## config.mk

```make
export PLATFORM = sky130hd
export DESIGN_NAME = modular_exponentiation
export DESIGN_NICKNAME = d
export VERILOG_FILES = /design/src/mexp_pkg.sv /design/src/modular_exponentiation.sv /design/src/mexp_modmul.sv
export SDC_FILE = /design/constraint.sdc
export NUM_CORES = 2
export LEC_CHECK = 0
export BUFFER_PORTS_ARGS = -buffer_cell sky130_fd_sc_hd__buf_2
export CAP_MARGIN = 20
export CORE_MARGIN = 4
export CORE_UTILIZATION = 60
export CTS_BUF_LIST = sky130_fd_sc_hd__clkbuf_4
export DETAILED_ROUTE_END_ITERATION = 7
export MAX_ROUTING_LAYER = met4
export PLACE_DENSITY_LB_ADDON = 0.12
export REMOVE_ABC_BUFFERS = 1
export SLEW_MARGIN = 20
export SYNTH_ARGS = -nofsm -noshare
export SYNTH_HDL_FRONTEND = slang
export SYNTH_SLANG_ARGS = --single-unit
```

## constraint.sdc

```tcl
create_clock -name clock -period 14 [get_ports clock]
set_clock_uncertainty 0.1 [all_clocks]
set_input_delay 2.1 -clock clock [delete_from_list [all_inputs] [get_ports clock]]
set_output_delay 2.1 -clock clock [all_outputs]
set_load 0.005 [all_outputs]
```

## src/mexp_pkg.sv

```systemverilog
// ----------------------------------------------------------------------------
// mexp_pkg: shared constants, types and helpers
// Constants of the prime 1000000007, the Barrett factor and the request and
// response words between the sequencer and the modular multiplier.
// ----------------------------------------------------------------------------
package mexp_pkg;

   localparam logic [29:0] PRIME     = 30'd1000000007;
   localparam logic [31:0] PRIME_X1  = 32'd1000000007;
   localparam logic [31:0] PRIME_X2  = 32'd2000000014;
   localparam logic [31:0] PRIME_X3  = 32'd3000000021;
   localparam logic [31:0] PRIME_X4  = 32'd4000000028;
   // floor(2^60 / PRIME)
   localparam logic [30:0] BARRETT_M = 31'd1152921496;
   // 2^32 mod PRIME
   localparam logic [29:0] POW32_MOD = 30'd294967268;
   // PRIME - 2, the inverse exponent
   localparam logic [29:0] INV_EXP   = 30'd1000000005;

   typedef struct packed {
      logic        start;
      logic [29:0] a;
      logic [29:0] b;
      logic [31:0] addend;
   } mm_req_type;

   typedef struct packed {
      logic        done;
      logic [29:0] product;
   } mm_rsp_type;

   // Reduce a 32-bit value below 5*PRIME into 0 .. PRIME-1.
   function automatic logic [29:0] mod_small(input logic [31:0] v);
      logic [31:0] r;
      priority if (v >= PRIME_X4) begin
         r = v - PRIME_X4;
      end else if (v >= PRIME_X3) begin
         r = v - PRIME_X3;
      end else if (v >= PRIME_X2) begin
         r = v - PRIME_X2;
      end else if (v >= PRIME_X1) begin
         r = v - PRIME_X1;
      end else begin
         r = v;
      end
      return r[29:0];
   endfunction

endpackage

```

## src/modular_exponentiation.sv

```systemverilog
// ----------------------------------------------------------------------------
// modular_exponentiation: power and inverse modulo 1000000007
// Reduces a signed base to its residue, then runs square-and-multiply over
// the exponent bits, top down, on one shared modular multiplier.
// ----------------------------------------------------------------------------
//  channel | dir | word
//  req     | in  | tdata: base[63:0], exponent[126:64]; tuser: mode
//  rsp     | out | tdata: result[29:0]
//
//  One item at a time; req_tready is high only while the sequencer is idle.
//  Bits down to the top set bit skip the squaring; each lower bit squares
//  the accumulator, and a set lower bit then multiplies it by the base.
//  A finished word waits in an output register and a new word is accepted
//  meanwhile; the next result stalls until it leaves. Sync reset clears state.
// ----------------------------------------------------------------------------
module modular_exponentiation (
   input  logic         clock,
   input  logic         reset,
   input  logic         req_tvalid,
   output logic         req_tready,
   input  logic [127:0] req_tdata,   // base[63:0], exponent[126:64], zero[127]
   input  logic [0:0]   req_tuser,   // mode[0]
   output logic         rsp_tvalid,
   input  logic         rsp_tready,
   output logic [31:0]  rsp_tdata    // result[29:0], zero[31:30]
);

   typedef enum logic [8:0] {
      ST_IDLE = 9'b000000001,
      ST_RES  = 9'b000000010,
      ST_RESW = 9'b000000100,
      ST_BIT  = 9'b000001000,
      ST_SQW  = 9'b000010000,
      ST_MUL  = 9'b000100000,
      ST_MULW = 9'b001000000,
      ST_NEXT = 9'b010000000,
      ST_DONE = 9'b100000000
   } state_type;

   state_type   state_ff, state_in;
   logic [31:0] mag_hi_ff, mag_hi_in;
   logic [31:0] mag_lo_ff, mag_lo_in;
   logic        neg_ff, neg_in;
   logic [62:0] exp_ff, exp_in;
   logic [5:0]  bit_ff, bit_in;
   logic [29:0] acc_ff, acc_in;
   logic [29:0] base_ff, base_in;
   logic        started_ff, started_in;
   logic        rsp_valid_ff, rsp_valid_in;
   logic [29:0] rsp_data_ff, rsp_data_in;

   logic [63:0] base_raw;
   logic [63:0] mag;
   logic        exp_bit;

   mexp_pkg::mm_req_type mm_req;
   mexp_pkg::mm_rsp_type mm_rsp;

   mexp_modmul u_modmul (
      .clock  (clock),
      .reset  (reset),
      .mm_req (mm_req),
      .mm_rsp (mm_rsp)
   );

   assign base_raw = req_tdata[63:0];
   // 2^63 magnitude of the most negative base fits unsigned
   assign mag      = base_raw[63] ? (~base_raw + 64'd1) : base_raw;
   assign exp_bit  = exp_ff[bit_ff];

   always_comb begin
      mm_req        = '0;
      state_in      = state_ff;
      mag_hi_in     = mag_hi_ff;
      mag_lo_in     = mag_lo_ff;
      neg_in        = neg_ff;
      exp_in        = exp_ff;
      bit_in        = bit_ff;
      acc_in        = acc_ff;
      base_in       = base_ff;
      started_in    = started_ff;
      rsp_valid_in  = rsp_valid_ff & ~rsp_tready;
      rsp_data_in   = rsp_data_ff;
      unique case (state_ff)
         ST_IDLE: begin
            if (req_tvalid) begin
               mag_hi_in = mag[63:32];
               mag_lo_in = mag[31:0];
               neg_in    = base_raw[63];
               exp_in    = req_tuser[0] ? {33'd0, mexp_pkg::INV_EXP}
                                        : req_tdata[126:64];
               state_in  = ST_RES;
            end
         end
         ST_RES: begin
            // |base| mod p = (hi mod p) * (2^32 mod p) + lo, reduced
            mm_req.start  = 1'b1;
            mm_req.a      = mexp_pkg::mod_small(mag_hi_ff);
            mm_req.b      = mexp_pkg::POW32_MOD;
            mm_req.addend = mag_lo_ff;
            state_in      = ST_RESW;
         end
         ST_RESW: begin
            if (mm_rsp.done) begin
               base_in    = (neg_ff && (mm_rsp.product != 30'd0))
                            ? (mexp_pkg::PRIME - mm_rsp.product) : mm_rsp.product;
               acc_in     = 30'd1;
               started_in = 1'b0;
               bit_in     = 6'd62;
               state_in   = ST_BIT;
            end
         end
         ST_BIT: begin
            if (started_ff) begin
               mm_req.start = 1'b1;
               mm_req.a     = acc_ff;
               mm_req.b     = acc_ff;
               state_in     = ST_SQW;
            end else begin
               // acc is still one: skip squaring, first set bit loads base
               if (exp_bit) begin
                  acc_in     = base_ff;
                  started_in = 1'b1;
               end
               state_in = ST_NEXT;
            end
         end
         ST_SQW: begin
            if (mm_rsp.done) begin
               acc_in   = mm_rsp.product;
               state_in = exp_bit ? ST_MUL : ST_NEXT;
            end
         end
         ST_MUL: begin
            mm_req.start = 1'b1;
            mm_req.a     = acc_ff;
            mm_req.b     = base_ff;
            state_in     = ST_MULW;
         end
         ST_MULW: begin
            if (mm_rsp.done) begin
               acc_in   = mm_rsp.product;
               state_in = ST_NEXT;
            end
         end
         ST_NEXT: begin
            if (bit_ff == 6'd0) begin
               state_in = ST_DONE;
            end else begin
               bit_in   = bit_ff - 6'd1;
               state_in = ST_BIT;
            end
         end
         ST_DONE: begin
            if (!rsp_valid_ff || rsp_tready) begin
               rsp_valid_in = 1'b1;
               rsp_data_in  = acc_ff;
               state_in     = ST_IDLE;
            end
         end
         default: begin
            state_in = ST_IDLE;
         end
      endcase
   end

   always_ff @(posedge clock) begin
      if (reset) begin
         state_ff     <= ST_IDLE;
         rsp_valid_ff <= 1'b0;
      end else begin
         state_ff     <= state_in;
         rsp_valid_ff <= rsp_valid_in;
      end
   end

   always_ff @(posedge clock) begin
      mag_hi_ff   <= mag_hi_in;
      mag_lo_ff   <= mag_lo_in;
      neg_ff      <= neg_in;
      exp_ff      <= exp_in;
      bit_ff      <= bit_in;
      acc_ff      <= acc_in;
      base_ff     <= base_in;
      started_ff  <= started_in;
      rsp_data_ff <= rsp_data_in;
   end

   assign req_tready = (state_ff == ST_IDLE);
   assign rsp_tvalid = rsp_valid_ff;
   assign rsp_tdata  = {2'b00, rsp_data_ff};

`ifndef NO_ASSERTIONS
   a_done_expected: assert property (@(posedge clock) disable iff (reset)
      mm_rsp.done |-> (state_ff == ST_RESW || state_ff == ST_SQW ||
                       state_ff == ST_MULW))
      else $error("modmul done outside a wait state");

   a_operands_reduced: assert property (@(posedge clock) disable iff (reset)
      state_ff == ST_BIT |-> (acc_ff < mexp_pkg::PRIME) && (base_ff < mexp_pkg::PRIME))
      else $error("operand not reduced");

   a_bit_range: assert property (@(posedge clock) disable iff (reset)
      state_ff == ST_BIT |-> bit_ff <= 6'd62)
      else $error("exponent bit index out of range");

   a_result_range: assert property (@(posedge clock) disable iff (reset)
      rsp_valid_ff |-> rsp_data_ff < mexp_pkg::PRIME)
      else $error("result not reduced");
`endif

endmodule

```

## src/mexp_modmul.sv

```systemverilog
// ----------------------------------------------------------------------------
// mexp_modmul: multi-cycle modular multiplier
// Computes (a*b + addend) mod PRIME with one shared 32x32 multiplier and a
// Barrett reduction: product, quotient estimate, quotient times prime,
// subtract, final correction.
// ----------------------------------------------------------------------------
module mexp_modmul (
   input  logic                   clock,
   input  logic                   reset,
   input  mexp_pkg::mm_req_type   mm_req,
   output mexp_pkg::mm_rsp_type   mm_rsp
);

   typedef enum logic [4:0] {
      MM_IDLE = 5'b00001,
      MM_QEST = 5'b00010,
      MM_QMUL = 5'b00100,
      MM_SUB  = 5'b01000,
      MM_FIX  = 5'b10000
   } mm_state_type;

   mm_state_type state_ff, state_in;
   logic [61:0]  prod_ff, prod_in;
   logic [31:0]  x_ff, x_in;
   logic [31:0]  r_ff, r_in;
   logic [29:0]  product_ff, product_in;
   logic         done_ff, done_in;

   logic [31:0]  op_a;
   logic [31:0]  op_b;
   logic [31:0]  addend;
   logic [63:0]  mul_sum;

   // the one multiplier, operands selected by step
   always_comb begin
      unique case (state_ff)
         MM_IDLE: begin
            op_a   = {2'b00, mm_req.a};
            op_b   = {2'b00, mm_req.b};
            addend = mm_req.addend;
         end
         MM_QEST: begin
            op_a   = {1'b0, prod_ff[59:29]};
            op_b   = {1'b0, mexp_pkg::BARRETT_M};
            addend = 32'd0;
         end
         MM_QMUL: begin
            op_a   = {1'b0, prod_ff[61:31]};
            op_b   = {2'b00, mexp_pkg::PRIME};
            addend = 32'd0;
         end
         default: begin
            op_a   = 32'd0;
            op_b   = 32'd0;
            addend = 32'd0;
         end
      endcase
      mul_sum = ({32'd0, op_a} * {32'd0, op_b}) + {32'd0, addend};
   end

   always_comb begin
      state_in   = state_ff;
      prod_in    = prod_ff;
      x_in       = x_ff;
      r_in       = r_ff;
      product_in = product_ff;
      done_in    = 1'b0;
      unique case (state_ff)
         MM_IDLE: begin
            if (mm_req.start) begin
               prod_in  = mul_sum[61:0];
               state_in = MM_QEST;
            end
         end
         MM_QEST: begin
            // only the low word of x is needed: the remainder fits 32 bits
            x_in     = prod_ff[31:0];
            prod_in  = mul_sum[61:0];
            state_in = MM_QMUL;
         end
         MM_QMUL: begin
            prod_in  = mul_sum[61:0];
            state_in = MM_SUB;
         end
         MM_SUB: begin
            // quotient low by at most 2, remainder below 3.1*PRIME
            r_in     = x_ff - prod_ff[31:0];
            state_in = MM_FIX;
         end
         MM_FIX: begin
            product_in = mexp_pkg::mod_small(r_ff);
            done_in    = 1'b1;
            state_in   = MM_IDLE;
         end
         default: begin
            state_in = MM_IDLE;
         end
      endcase
   end

   always_ff @(posedge clock) begin
      if (reset) begin
         state_ff <= MM_IDLE;
         done_ff  <= 1'b0;
      end else begin
         state_ff <= state_in;
         done_ff  <= done_in;
      end
   end

   always_ff @(posedge clock) begin
      prod_ff    <= prod_in;
      x_ff       <= x_in;
      r_ff       <= r_in;
      product_ff <= product_in;
   end

   assign mm_rsp.done    = done_ff;
   assign mm_rsp.product = product_ff;

`ifndef NO_ASSERTIONS
   a_start_idle: assert property (@(posedge clock) disable iff (reset)
      mm_req.start |-> state_ff == MM_IDLE)
      else $error("modmul started while busy");

   a_rem_bound: assert property (@(posedge clock) disable iff (reset)
      state_ff == MM_FIX |-> r_ff < mexp_pkg::PRIME_X4)
      else $error("Barrett remainder out of bound");

   a_done_range: assert property (@(posedge clock) disable iff (reset)
      done_ff |-> product_ff < mexp_pkg::PRIME)
      else $error("modmul product not reduced");
`endif

endmodule
```

### Yosys cells after proc, flatten, opt, wreduce, memory -nomap -nowiden

Cells that the tools add are included.

| storage, ports and cells | value |
|---|---|
| register bits | 397 |
| bits of input ports | 133 |
| output and inout bits | 34 |
| word-level logic and storage cells | 133 |

| operators by class | value |
|---|---|
| $add $sub $neg | 13 |
| multipliers | 1 |
| magnitude comparators | 9 |
| equality and inequality tests | 24 |
| multiplexer cells | 46 |
| bitwise operators | 3 |
| reductions and logical operators | 19 |

Operator list:

| cell | count |
|---|---|
| $mux 30 | 13 |
| $sub 30x30->30 const B | 8 |
| $pmux 31 s3 | 2 |
| $pmux 61 s3 | 1 |
| $ge 32x32->1 const B | 4 |
| $pmux 62 s2 | 1 |
| $pmux 30 s3 | 1 |
| $pmux 9 s9 | 1 |
| $add 64x1->64 const B | 1 |
| $ge 32x30->1 const B | 2 |
| $ge 32x31->1 const B | 2 |
| $mux 32 | 2 |
| $not 64->64 | 1 |
| $mux 63 | 1 |
| $add 62x32->62 | 1 |
| $mul 31x31->62 | 1 |
| $mux 62 | 1 |
| $mux 61 | 1 |
| $mux 9 | 6 |
| $sub 32x32->32 | 1 |
| $reduce_bool 30->1 | 1 |
| $sub 30x30->30 const A | 1 |
| $pmux 5 s4 | 1 |
| $mux 8 | 2 |
| other kinds (36) | 59 |

### Longest topological paths before layout

| depth | value |
|---|---|
| word-level depth | 11 |
| mapped depth | 44 |
| mapped depth without buffers | 39 |

### Cells and area by module

Synthesis repeated with hierarchy kept, for this count alone.

| unflattened totals | value |
|---|---|
| cells, all modules | 5944 |
| area, all modules | 55077.8 um2 |

Modules (own cells, without submodules):

| module | times used | cells each | area an instance (um2) | seq. area each (um2) |
|---|---|---|---|---|
| mexp_modmul | 1 | 4626 | 41025.6 | 4804.6 |
| modular_exponentiation | 1 | 1318 | 14052.2 | 6956.7 |

### Least setup slack after synthesis

No wires, ideal clock.

| path | value |
|---|---|
| kind | register to register |
| start point | register mag_hi_ff[8] |
| end point | register u_modmul.prod_ff[58], data pin |
| setup time | 0.266 ns |
| arrival time | 10.119 ns |
| data required time | 13.634 ns |
| setup slack | 3.515 ns |
| stages on the path, launching flop included | 38 |
| buffers on the path | 4 |
| period minus slack after synthesis | 10.485 ns |
| path through | edfxtp_1 or4_1 clkbuf_1 o31a_1 o21ai_1 o21ba_2 buf_2 nor3_2 a221o_1 a31oi_1 xnor2_1 o21a_1 clkbuf_1 clkbuf_1 nor2_1 fa_1 inv_1 fa_1 (+2 left out) inv_1 fa_1 fa_1 fa_1 inv_1 fa_1 inv_1 ha_1 a21o_1 a31o_2 nor3_1 o311ai_0 a21boi_0 a21oi_1 a211oi_1 o31ai_1 o41ai_1 xnor2_1 |

| between the ends | value |
|---|---|
| word-level cells in the longest chain between the ends | 11 |
| elaborated cells between the ends (all ways) | 18 |
| classes of those cells | 5 x add/sub; 1 x mul; 4 x order compare; 8 x mux |

RTL lines:

| item | RTL line | RTL |
|---|---|---|
| from (decl) | modular_exponentiation.sv:41 | `logic [31:0] mag_hi_ff, mag_hi_in;` |
| from (signal assigned) | modular_exponentiation.sv:178 | `mag_hi_ff <= mag_hi_in;` |
| $sub 30x30->30 or $ge 32x30->1 (tied branches) | mexp_pkg.sv:42, mexp_pkg.sv:41 |  |
| $mux 30 | mexp_pkg.sv:41 | `end else if (v >= PRIME_X1) begin` |
| $mux 30 | mexp_pkg.sv:39 | `end else if (v >= PRIME_X2) begin` |
| $mux 30 | mexp_pkg.sv:37 | `end else if (v >= PRIME_X3) begin` |
| $mux 30 (*) | mexp_pkg.sv:35 | `priority if (v >= PRIME_X4) begin` |
| $pmux 61 s3 (*) | modular_exponentiation.sv:84 | `unique case (state_ff)` |
| $pmux 31 s3 (*) | mexp_modmul.sv:36 | `unique case (state_ff)` |
| $mul 31x31->62 (*) | mexp_modmul.sv:58 | `mul_sum = ({32'd0, op_a} * {32'd0, op_b}) + {32'd0, addend};` |
| $add 62x32->62 (*) | mexp_modmul.sv:58 |  |
| net u_modmul.mul_sum[58] | mexp_modmul.sv:32 | `logic [63:0] mul_sum;` |
| $mux 62 | mexp_modmul.sv:70 | `if (mm_req.start) begin` |
| $pmux 62 s2 (*) | mexp_modmul.sv:68 | `unique case (state_ff)` |
| to (signal assigned) | mexp_modmul.sv:112 | `prod_ff <= prod_in;` |
| to (decl) | mexp_modmul.sv:23 | `logic [61:0] prod_ff, prod_in;` |

The timed path passes the listed nets; every way through them passes the cells marked *. The select of a mux whose other input is x is not followed.
A chain may end at the register's enable or synchronous reset.

### Worst setup path after layout

| path | value |
|---|---|
| start point | register mag_hi_ff[20] |
| end point | register u_modmul.prod_ff[58], data pin |

The elaborated chain is that of the path after synthesis.

==> impl_metrics.json <==
{
  "status": "finished clean",
  "whs_path_depth": 0,
  "cp-end-kind": "register",
  "startpoint_type": "register",
  "cp.depth": 36,
  "rows": 110,
  "drive_gt1_share_pct": 9.86,
  "avgSynthCellArea_um2": 9.27,
  "slowest_stage": "o311ai_0",
  "min_period_ns": 13.54,
  "area_delta_synth_final_pct": 6.91,
  "ctsHoldBuffers": 0,
  "hold_viol_final": 0,
  "track_usage_pct": 41.2,
  "seq_area_frac_synth_pct": 21.4,
  "die_w_um": 310,
  "gp_congestion": 1.05,
  "min_path_type": "reg2reg",
  "power_frac_seq_pct": 48.6,
  "syn_inst": 5925,
  "io_buffers": 163,
  "antenna_found_initial": 12,
  "place.detailed.hpwl_um": 149000,
  "rsz0062_at_grt": "false",
  "cts_tree": "done",
  "p_sw_mw": 0.901,
  "ant_nets": 0,
  "slew_headroom_pct": 17.9,
  "r2r-end": "u_modmul.prod_ff[58]",
  "dr.first_iter.drc_count": 5158,
  "ir_worst_vdd_mv": 0.0728,
  "p_sw_share_pct": 30.8,
  "start_util_pct": 60.7,
  "path_clk_slew_ns": 0.07,
  "drv_slew": 0,
  "cts_buffers": 102,
  "ios": 167,
  "grt_remaining_overflow": 0,
  "max_stage_delay_ns": 0.97,
  "p_int_mw": 2.02,
  "crit_buf_inv": 7,
  "ctsResizeCount": 0,
  "setup_tns_ns": 0,
  "grt_pass1_wl_um": 283000,
  "period_share_pct": 96.7,
  "p_leak_nw": 26.6,
  "worst_slack_ns": 0.465,
  "die_area_um2": 96400,
  "grt_pass1_vias": 45200,
  "setup_violations": 0,
  "cts_setup_buffers": 0,
  "cts_sinks": 397,
  "drt-total-wl_um": 188000,
  "hp-start": "u_modmul.prod_ff[30]",
  "cp_common_cell": "fa_1",
  "core-area_um2": 90400,
  "tightest_slew_ns": 1.23,
  "drt-pass1-iter-count": 6,
  "r2r_slack_ns": 0.46,
  "fmax_ghz": 0.0739,
  "critPathArrivalTime_ns": 14.07,
  "r2r-start": "mag_hi_ff[20]",
  "power.density_nw_per_um2": 49.8,
  "grt_start_max_net_pins": 80,
  "ys_seq_elements": 397,
  "h-tree-depth": 3,
  "drc": 0,
  "crit_fanout": 16,
  "netlist.area_leader.share_pct": 31.7,
  "power_frac_comb_pct": 15.9,
  "crit_family": "compound AO/OA/AOI/OAI gates",
  "synth_edf_count": 381,
  "required_ns": 14.54,
  "power_frac_clock_pct": 35.4,
  "ys_warn_count": 0,
  "dr_total_vias": 45100,
  "timing_worst_setup_path_type": "reg2reg",
  "synthMostInstantiatedCell": "inv_1",
  "cts_buffer_depth": 3,
  "finalNetCount": 7364,
  "yosysTopAreaCell": "fa_1",
  "vias_per_cell": 6.17,
  "r2r_cells": 36,
  "max_cap_viol_count": 0,
  "wl_per_cell_um": 25.8,
  "synth.top_cells.by_count": "inv_1, fa_1, nor2_1",
  "die_h_um": 310,
  "ys_types": 85,
  "dp_slack_ns": 0.887,
  "ys_async_sr_fraction_pct": 0,
  "netlist_area_um2": 54900,
  "ys_top_cells_by_area": "fa_1, edfxtp_1, inv_1",
  "clock_latency_ns": 0.96,
  "cts-root-buf": "clkbuf_4",
  "synth-main-ff-cell": "edfxtp_1",
  "min_to": "u_modmul.x_ff[30]"
}
## final cells by class
cell class	count	area, µm²
fill	7504	31700
antenna	3	7.51
multi-input combinational	4159	38100
inverter	1070	4020
sequential	397	11800
tap	1176	1470
clock inverter	30	193
timing repair buffer	321	2000
clock buffer	147	1100
## worst max path at each step
stage,from,to
after detailed placement,mag_hi_ff[20],u_modmul.prod_ff[58]
final,mag_hi_ff[20],u_modmul.prod_ff[58]
after floorplan,u_modmul.state_ff[0],u_modmul.prod_ff[60]
after global placement,mag_hi_ff[20],u_modmul.prod_ff[58]
after CTS,mag_hi_ff[20],u_modmul.prod_ff[58]
after global routing,mag_hi_ff[20],u_modmul.prod_ff[58]
## state kept, by name, summed over array words and instances (netlist names)
signal               flops
acc_ff                  30
u_modmul.r_ff           32
u_modmul.prod_ff        62
u_modmul.x_ff           32
exp_ff                  63
mag_lo_ff               32
bit_ff                   6
started_ff               1
u_modmul.state_ff        5
state_ff                 9
rsp_tvalid               1
u_modmul.done_ff         1
base_ff                 30
mag_hi_ff               32
u_modmul.product_ff     30
neg_ff                   1
rsp_data_ff             30
## logic make-up after synthesis
| logic type | after synthesis | synth area share, % |
|---|---|---|
| AO/OA/AOI/OAI | 884 | 10.8 |
| XOR/XNOR | 236 | 3.77 |
| adder cells (fa/ha/maj) | 1180 | 38.8 |
| buffers and inverters | 1375 | 9.49 |
| flip-flops | 397 | 21.4 |
| multiplexers | 29 | 0.989 |
| other | 2 | 0.0137 |
| AND/OR/NAND/NOR | 1822 | 14.8 |
## routing by layer
metal	global-route usage [%]	routed length (µm)	share of wire, %	vias up
li1	-	-	-	19400
met1	55.2	73400	39	22400
met2	58.4	80000	43	2745
met3	12.0	24400	13	548
met4	18.5	10500	5.6	0
met5	-	0	0	-
## through the flow
step	util, %	cell area, µm²	hold slack [ns]	cells	total power, mW
2_1_floorplan	-	53700	0.326	5626	1.70
3_3_place_gp	63.4	57400	0.335	7123	1.89
3_5_place_dp	63.5	57400	0.341	7123	1.89
4_1_cts	64.9	58700	0.341	7300	2.92
5_1_grt	64.9	58700	0.329	7301	3.04
6_report	64.9	58700	0.322	7303	2.92
## cells in the final DEF (no fill, tap or decap), types with 19 or more instances in the layout
| cell | synthesis | layout |
|---|---|---|
| a211oi_1 | 22 | 21 |
| a21o_1 | 68 | 68 |
| a21oi_1 | 191 | 185 |
| a221oi_1 | 37 | 36 |
| a22o_1 | 31 | 31 |
| a22oi_1 | 24 | 24 |
| a31oi_1 | 47 | 46 |
| and2_1 | 79 | 78 |
| and3_1 | 25 | 25 |
| buf_2 | 34 | 163 |
| buf_4 | 2 | 158 |
| clkbuf_4 | 0 | 147 |
| edfxtp_1 | 381 | 381 |
| fa_1 | 869 | 869 |
| ha_1 | 311 | 311 |
| inv_1 | 1069 | 1069 |
| mux4_2 | 20 | 20 |
| nand2_1 | 640 | 640 |
| nand2b_1 | 24 | 24 |
| nand3_1 | 84 | 84 |
| nand4_1 | 26 | 26 |
| nor2_1 | 656 | 654 |
| nor2b_1 | 74 | 73 |
| nor3_1 | 71 | 70 |
| o21a_1 | 40 | 39 |
| o21ai_0 | 186 | 163 |
| o21ai_1 | 21 | 35 |
| o21bai_1 | 19 | 19 |
| o31ai_1 | 34 | 34 |
| or2_2 | 35 | 35 |
| or3_1 | 31 | 31 |
| xnor2_1 | 177 | 177 |
| xor2_1 | 59 | 59 |
## power by group through the flow
stage | combinational, mW | sequential, mW | clock [mW]
after floorplan | 0.274 | 1.42 | 0
after global placement | 0.445 | 1.44 | 0
after detailed placement | 0.448 | 1.44 | 0
after CTS | 0.452 | 1.42 | 1.05
after global routing | 0.496 | 1.42 | 1.12
final | 0.465 | 1.42 | 1.04
No activity file was read; power rests on OpenSTA's default activity.
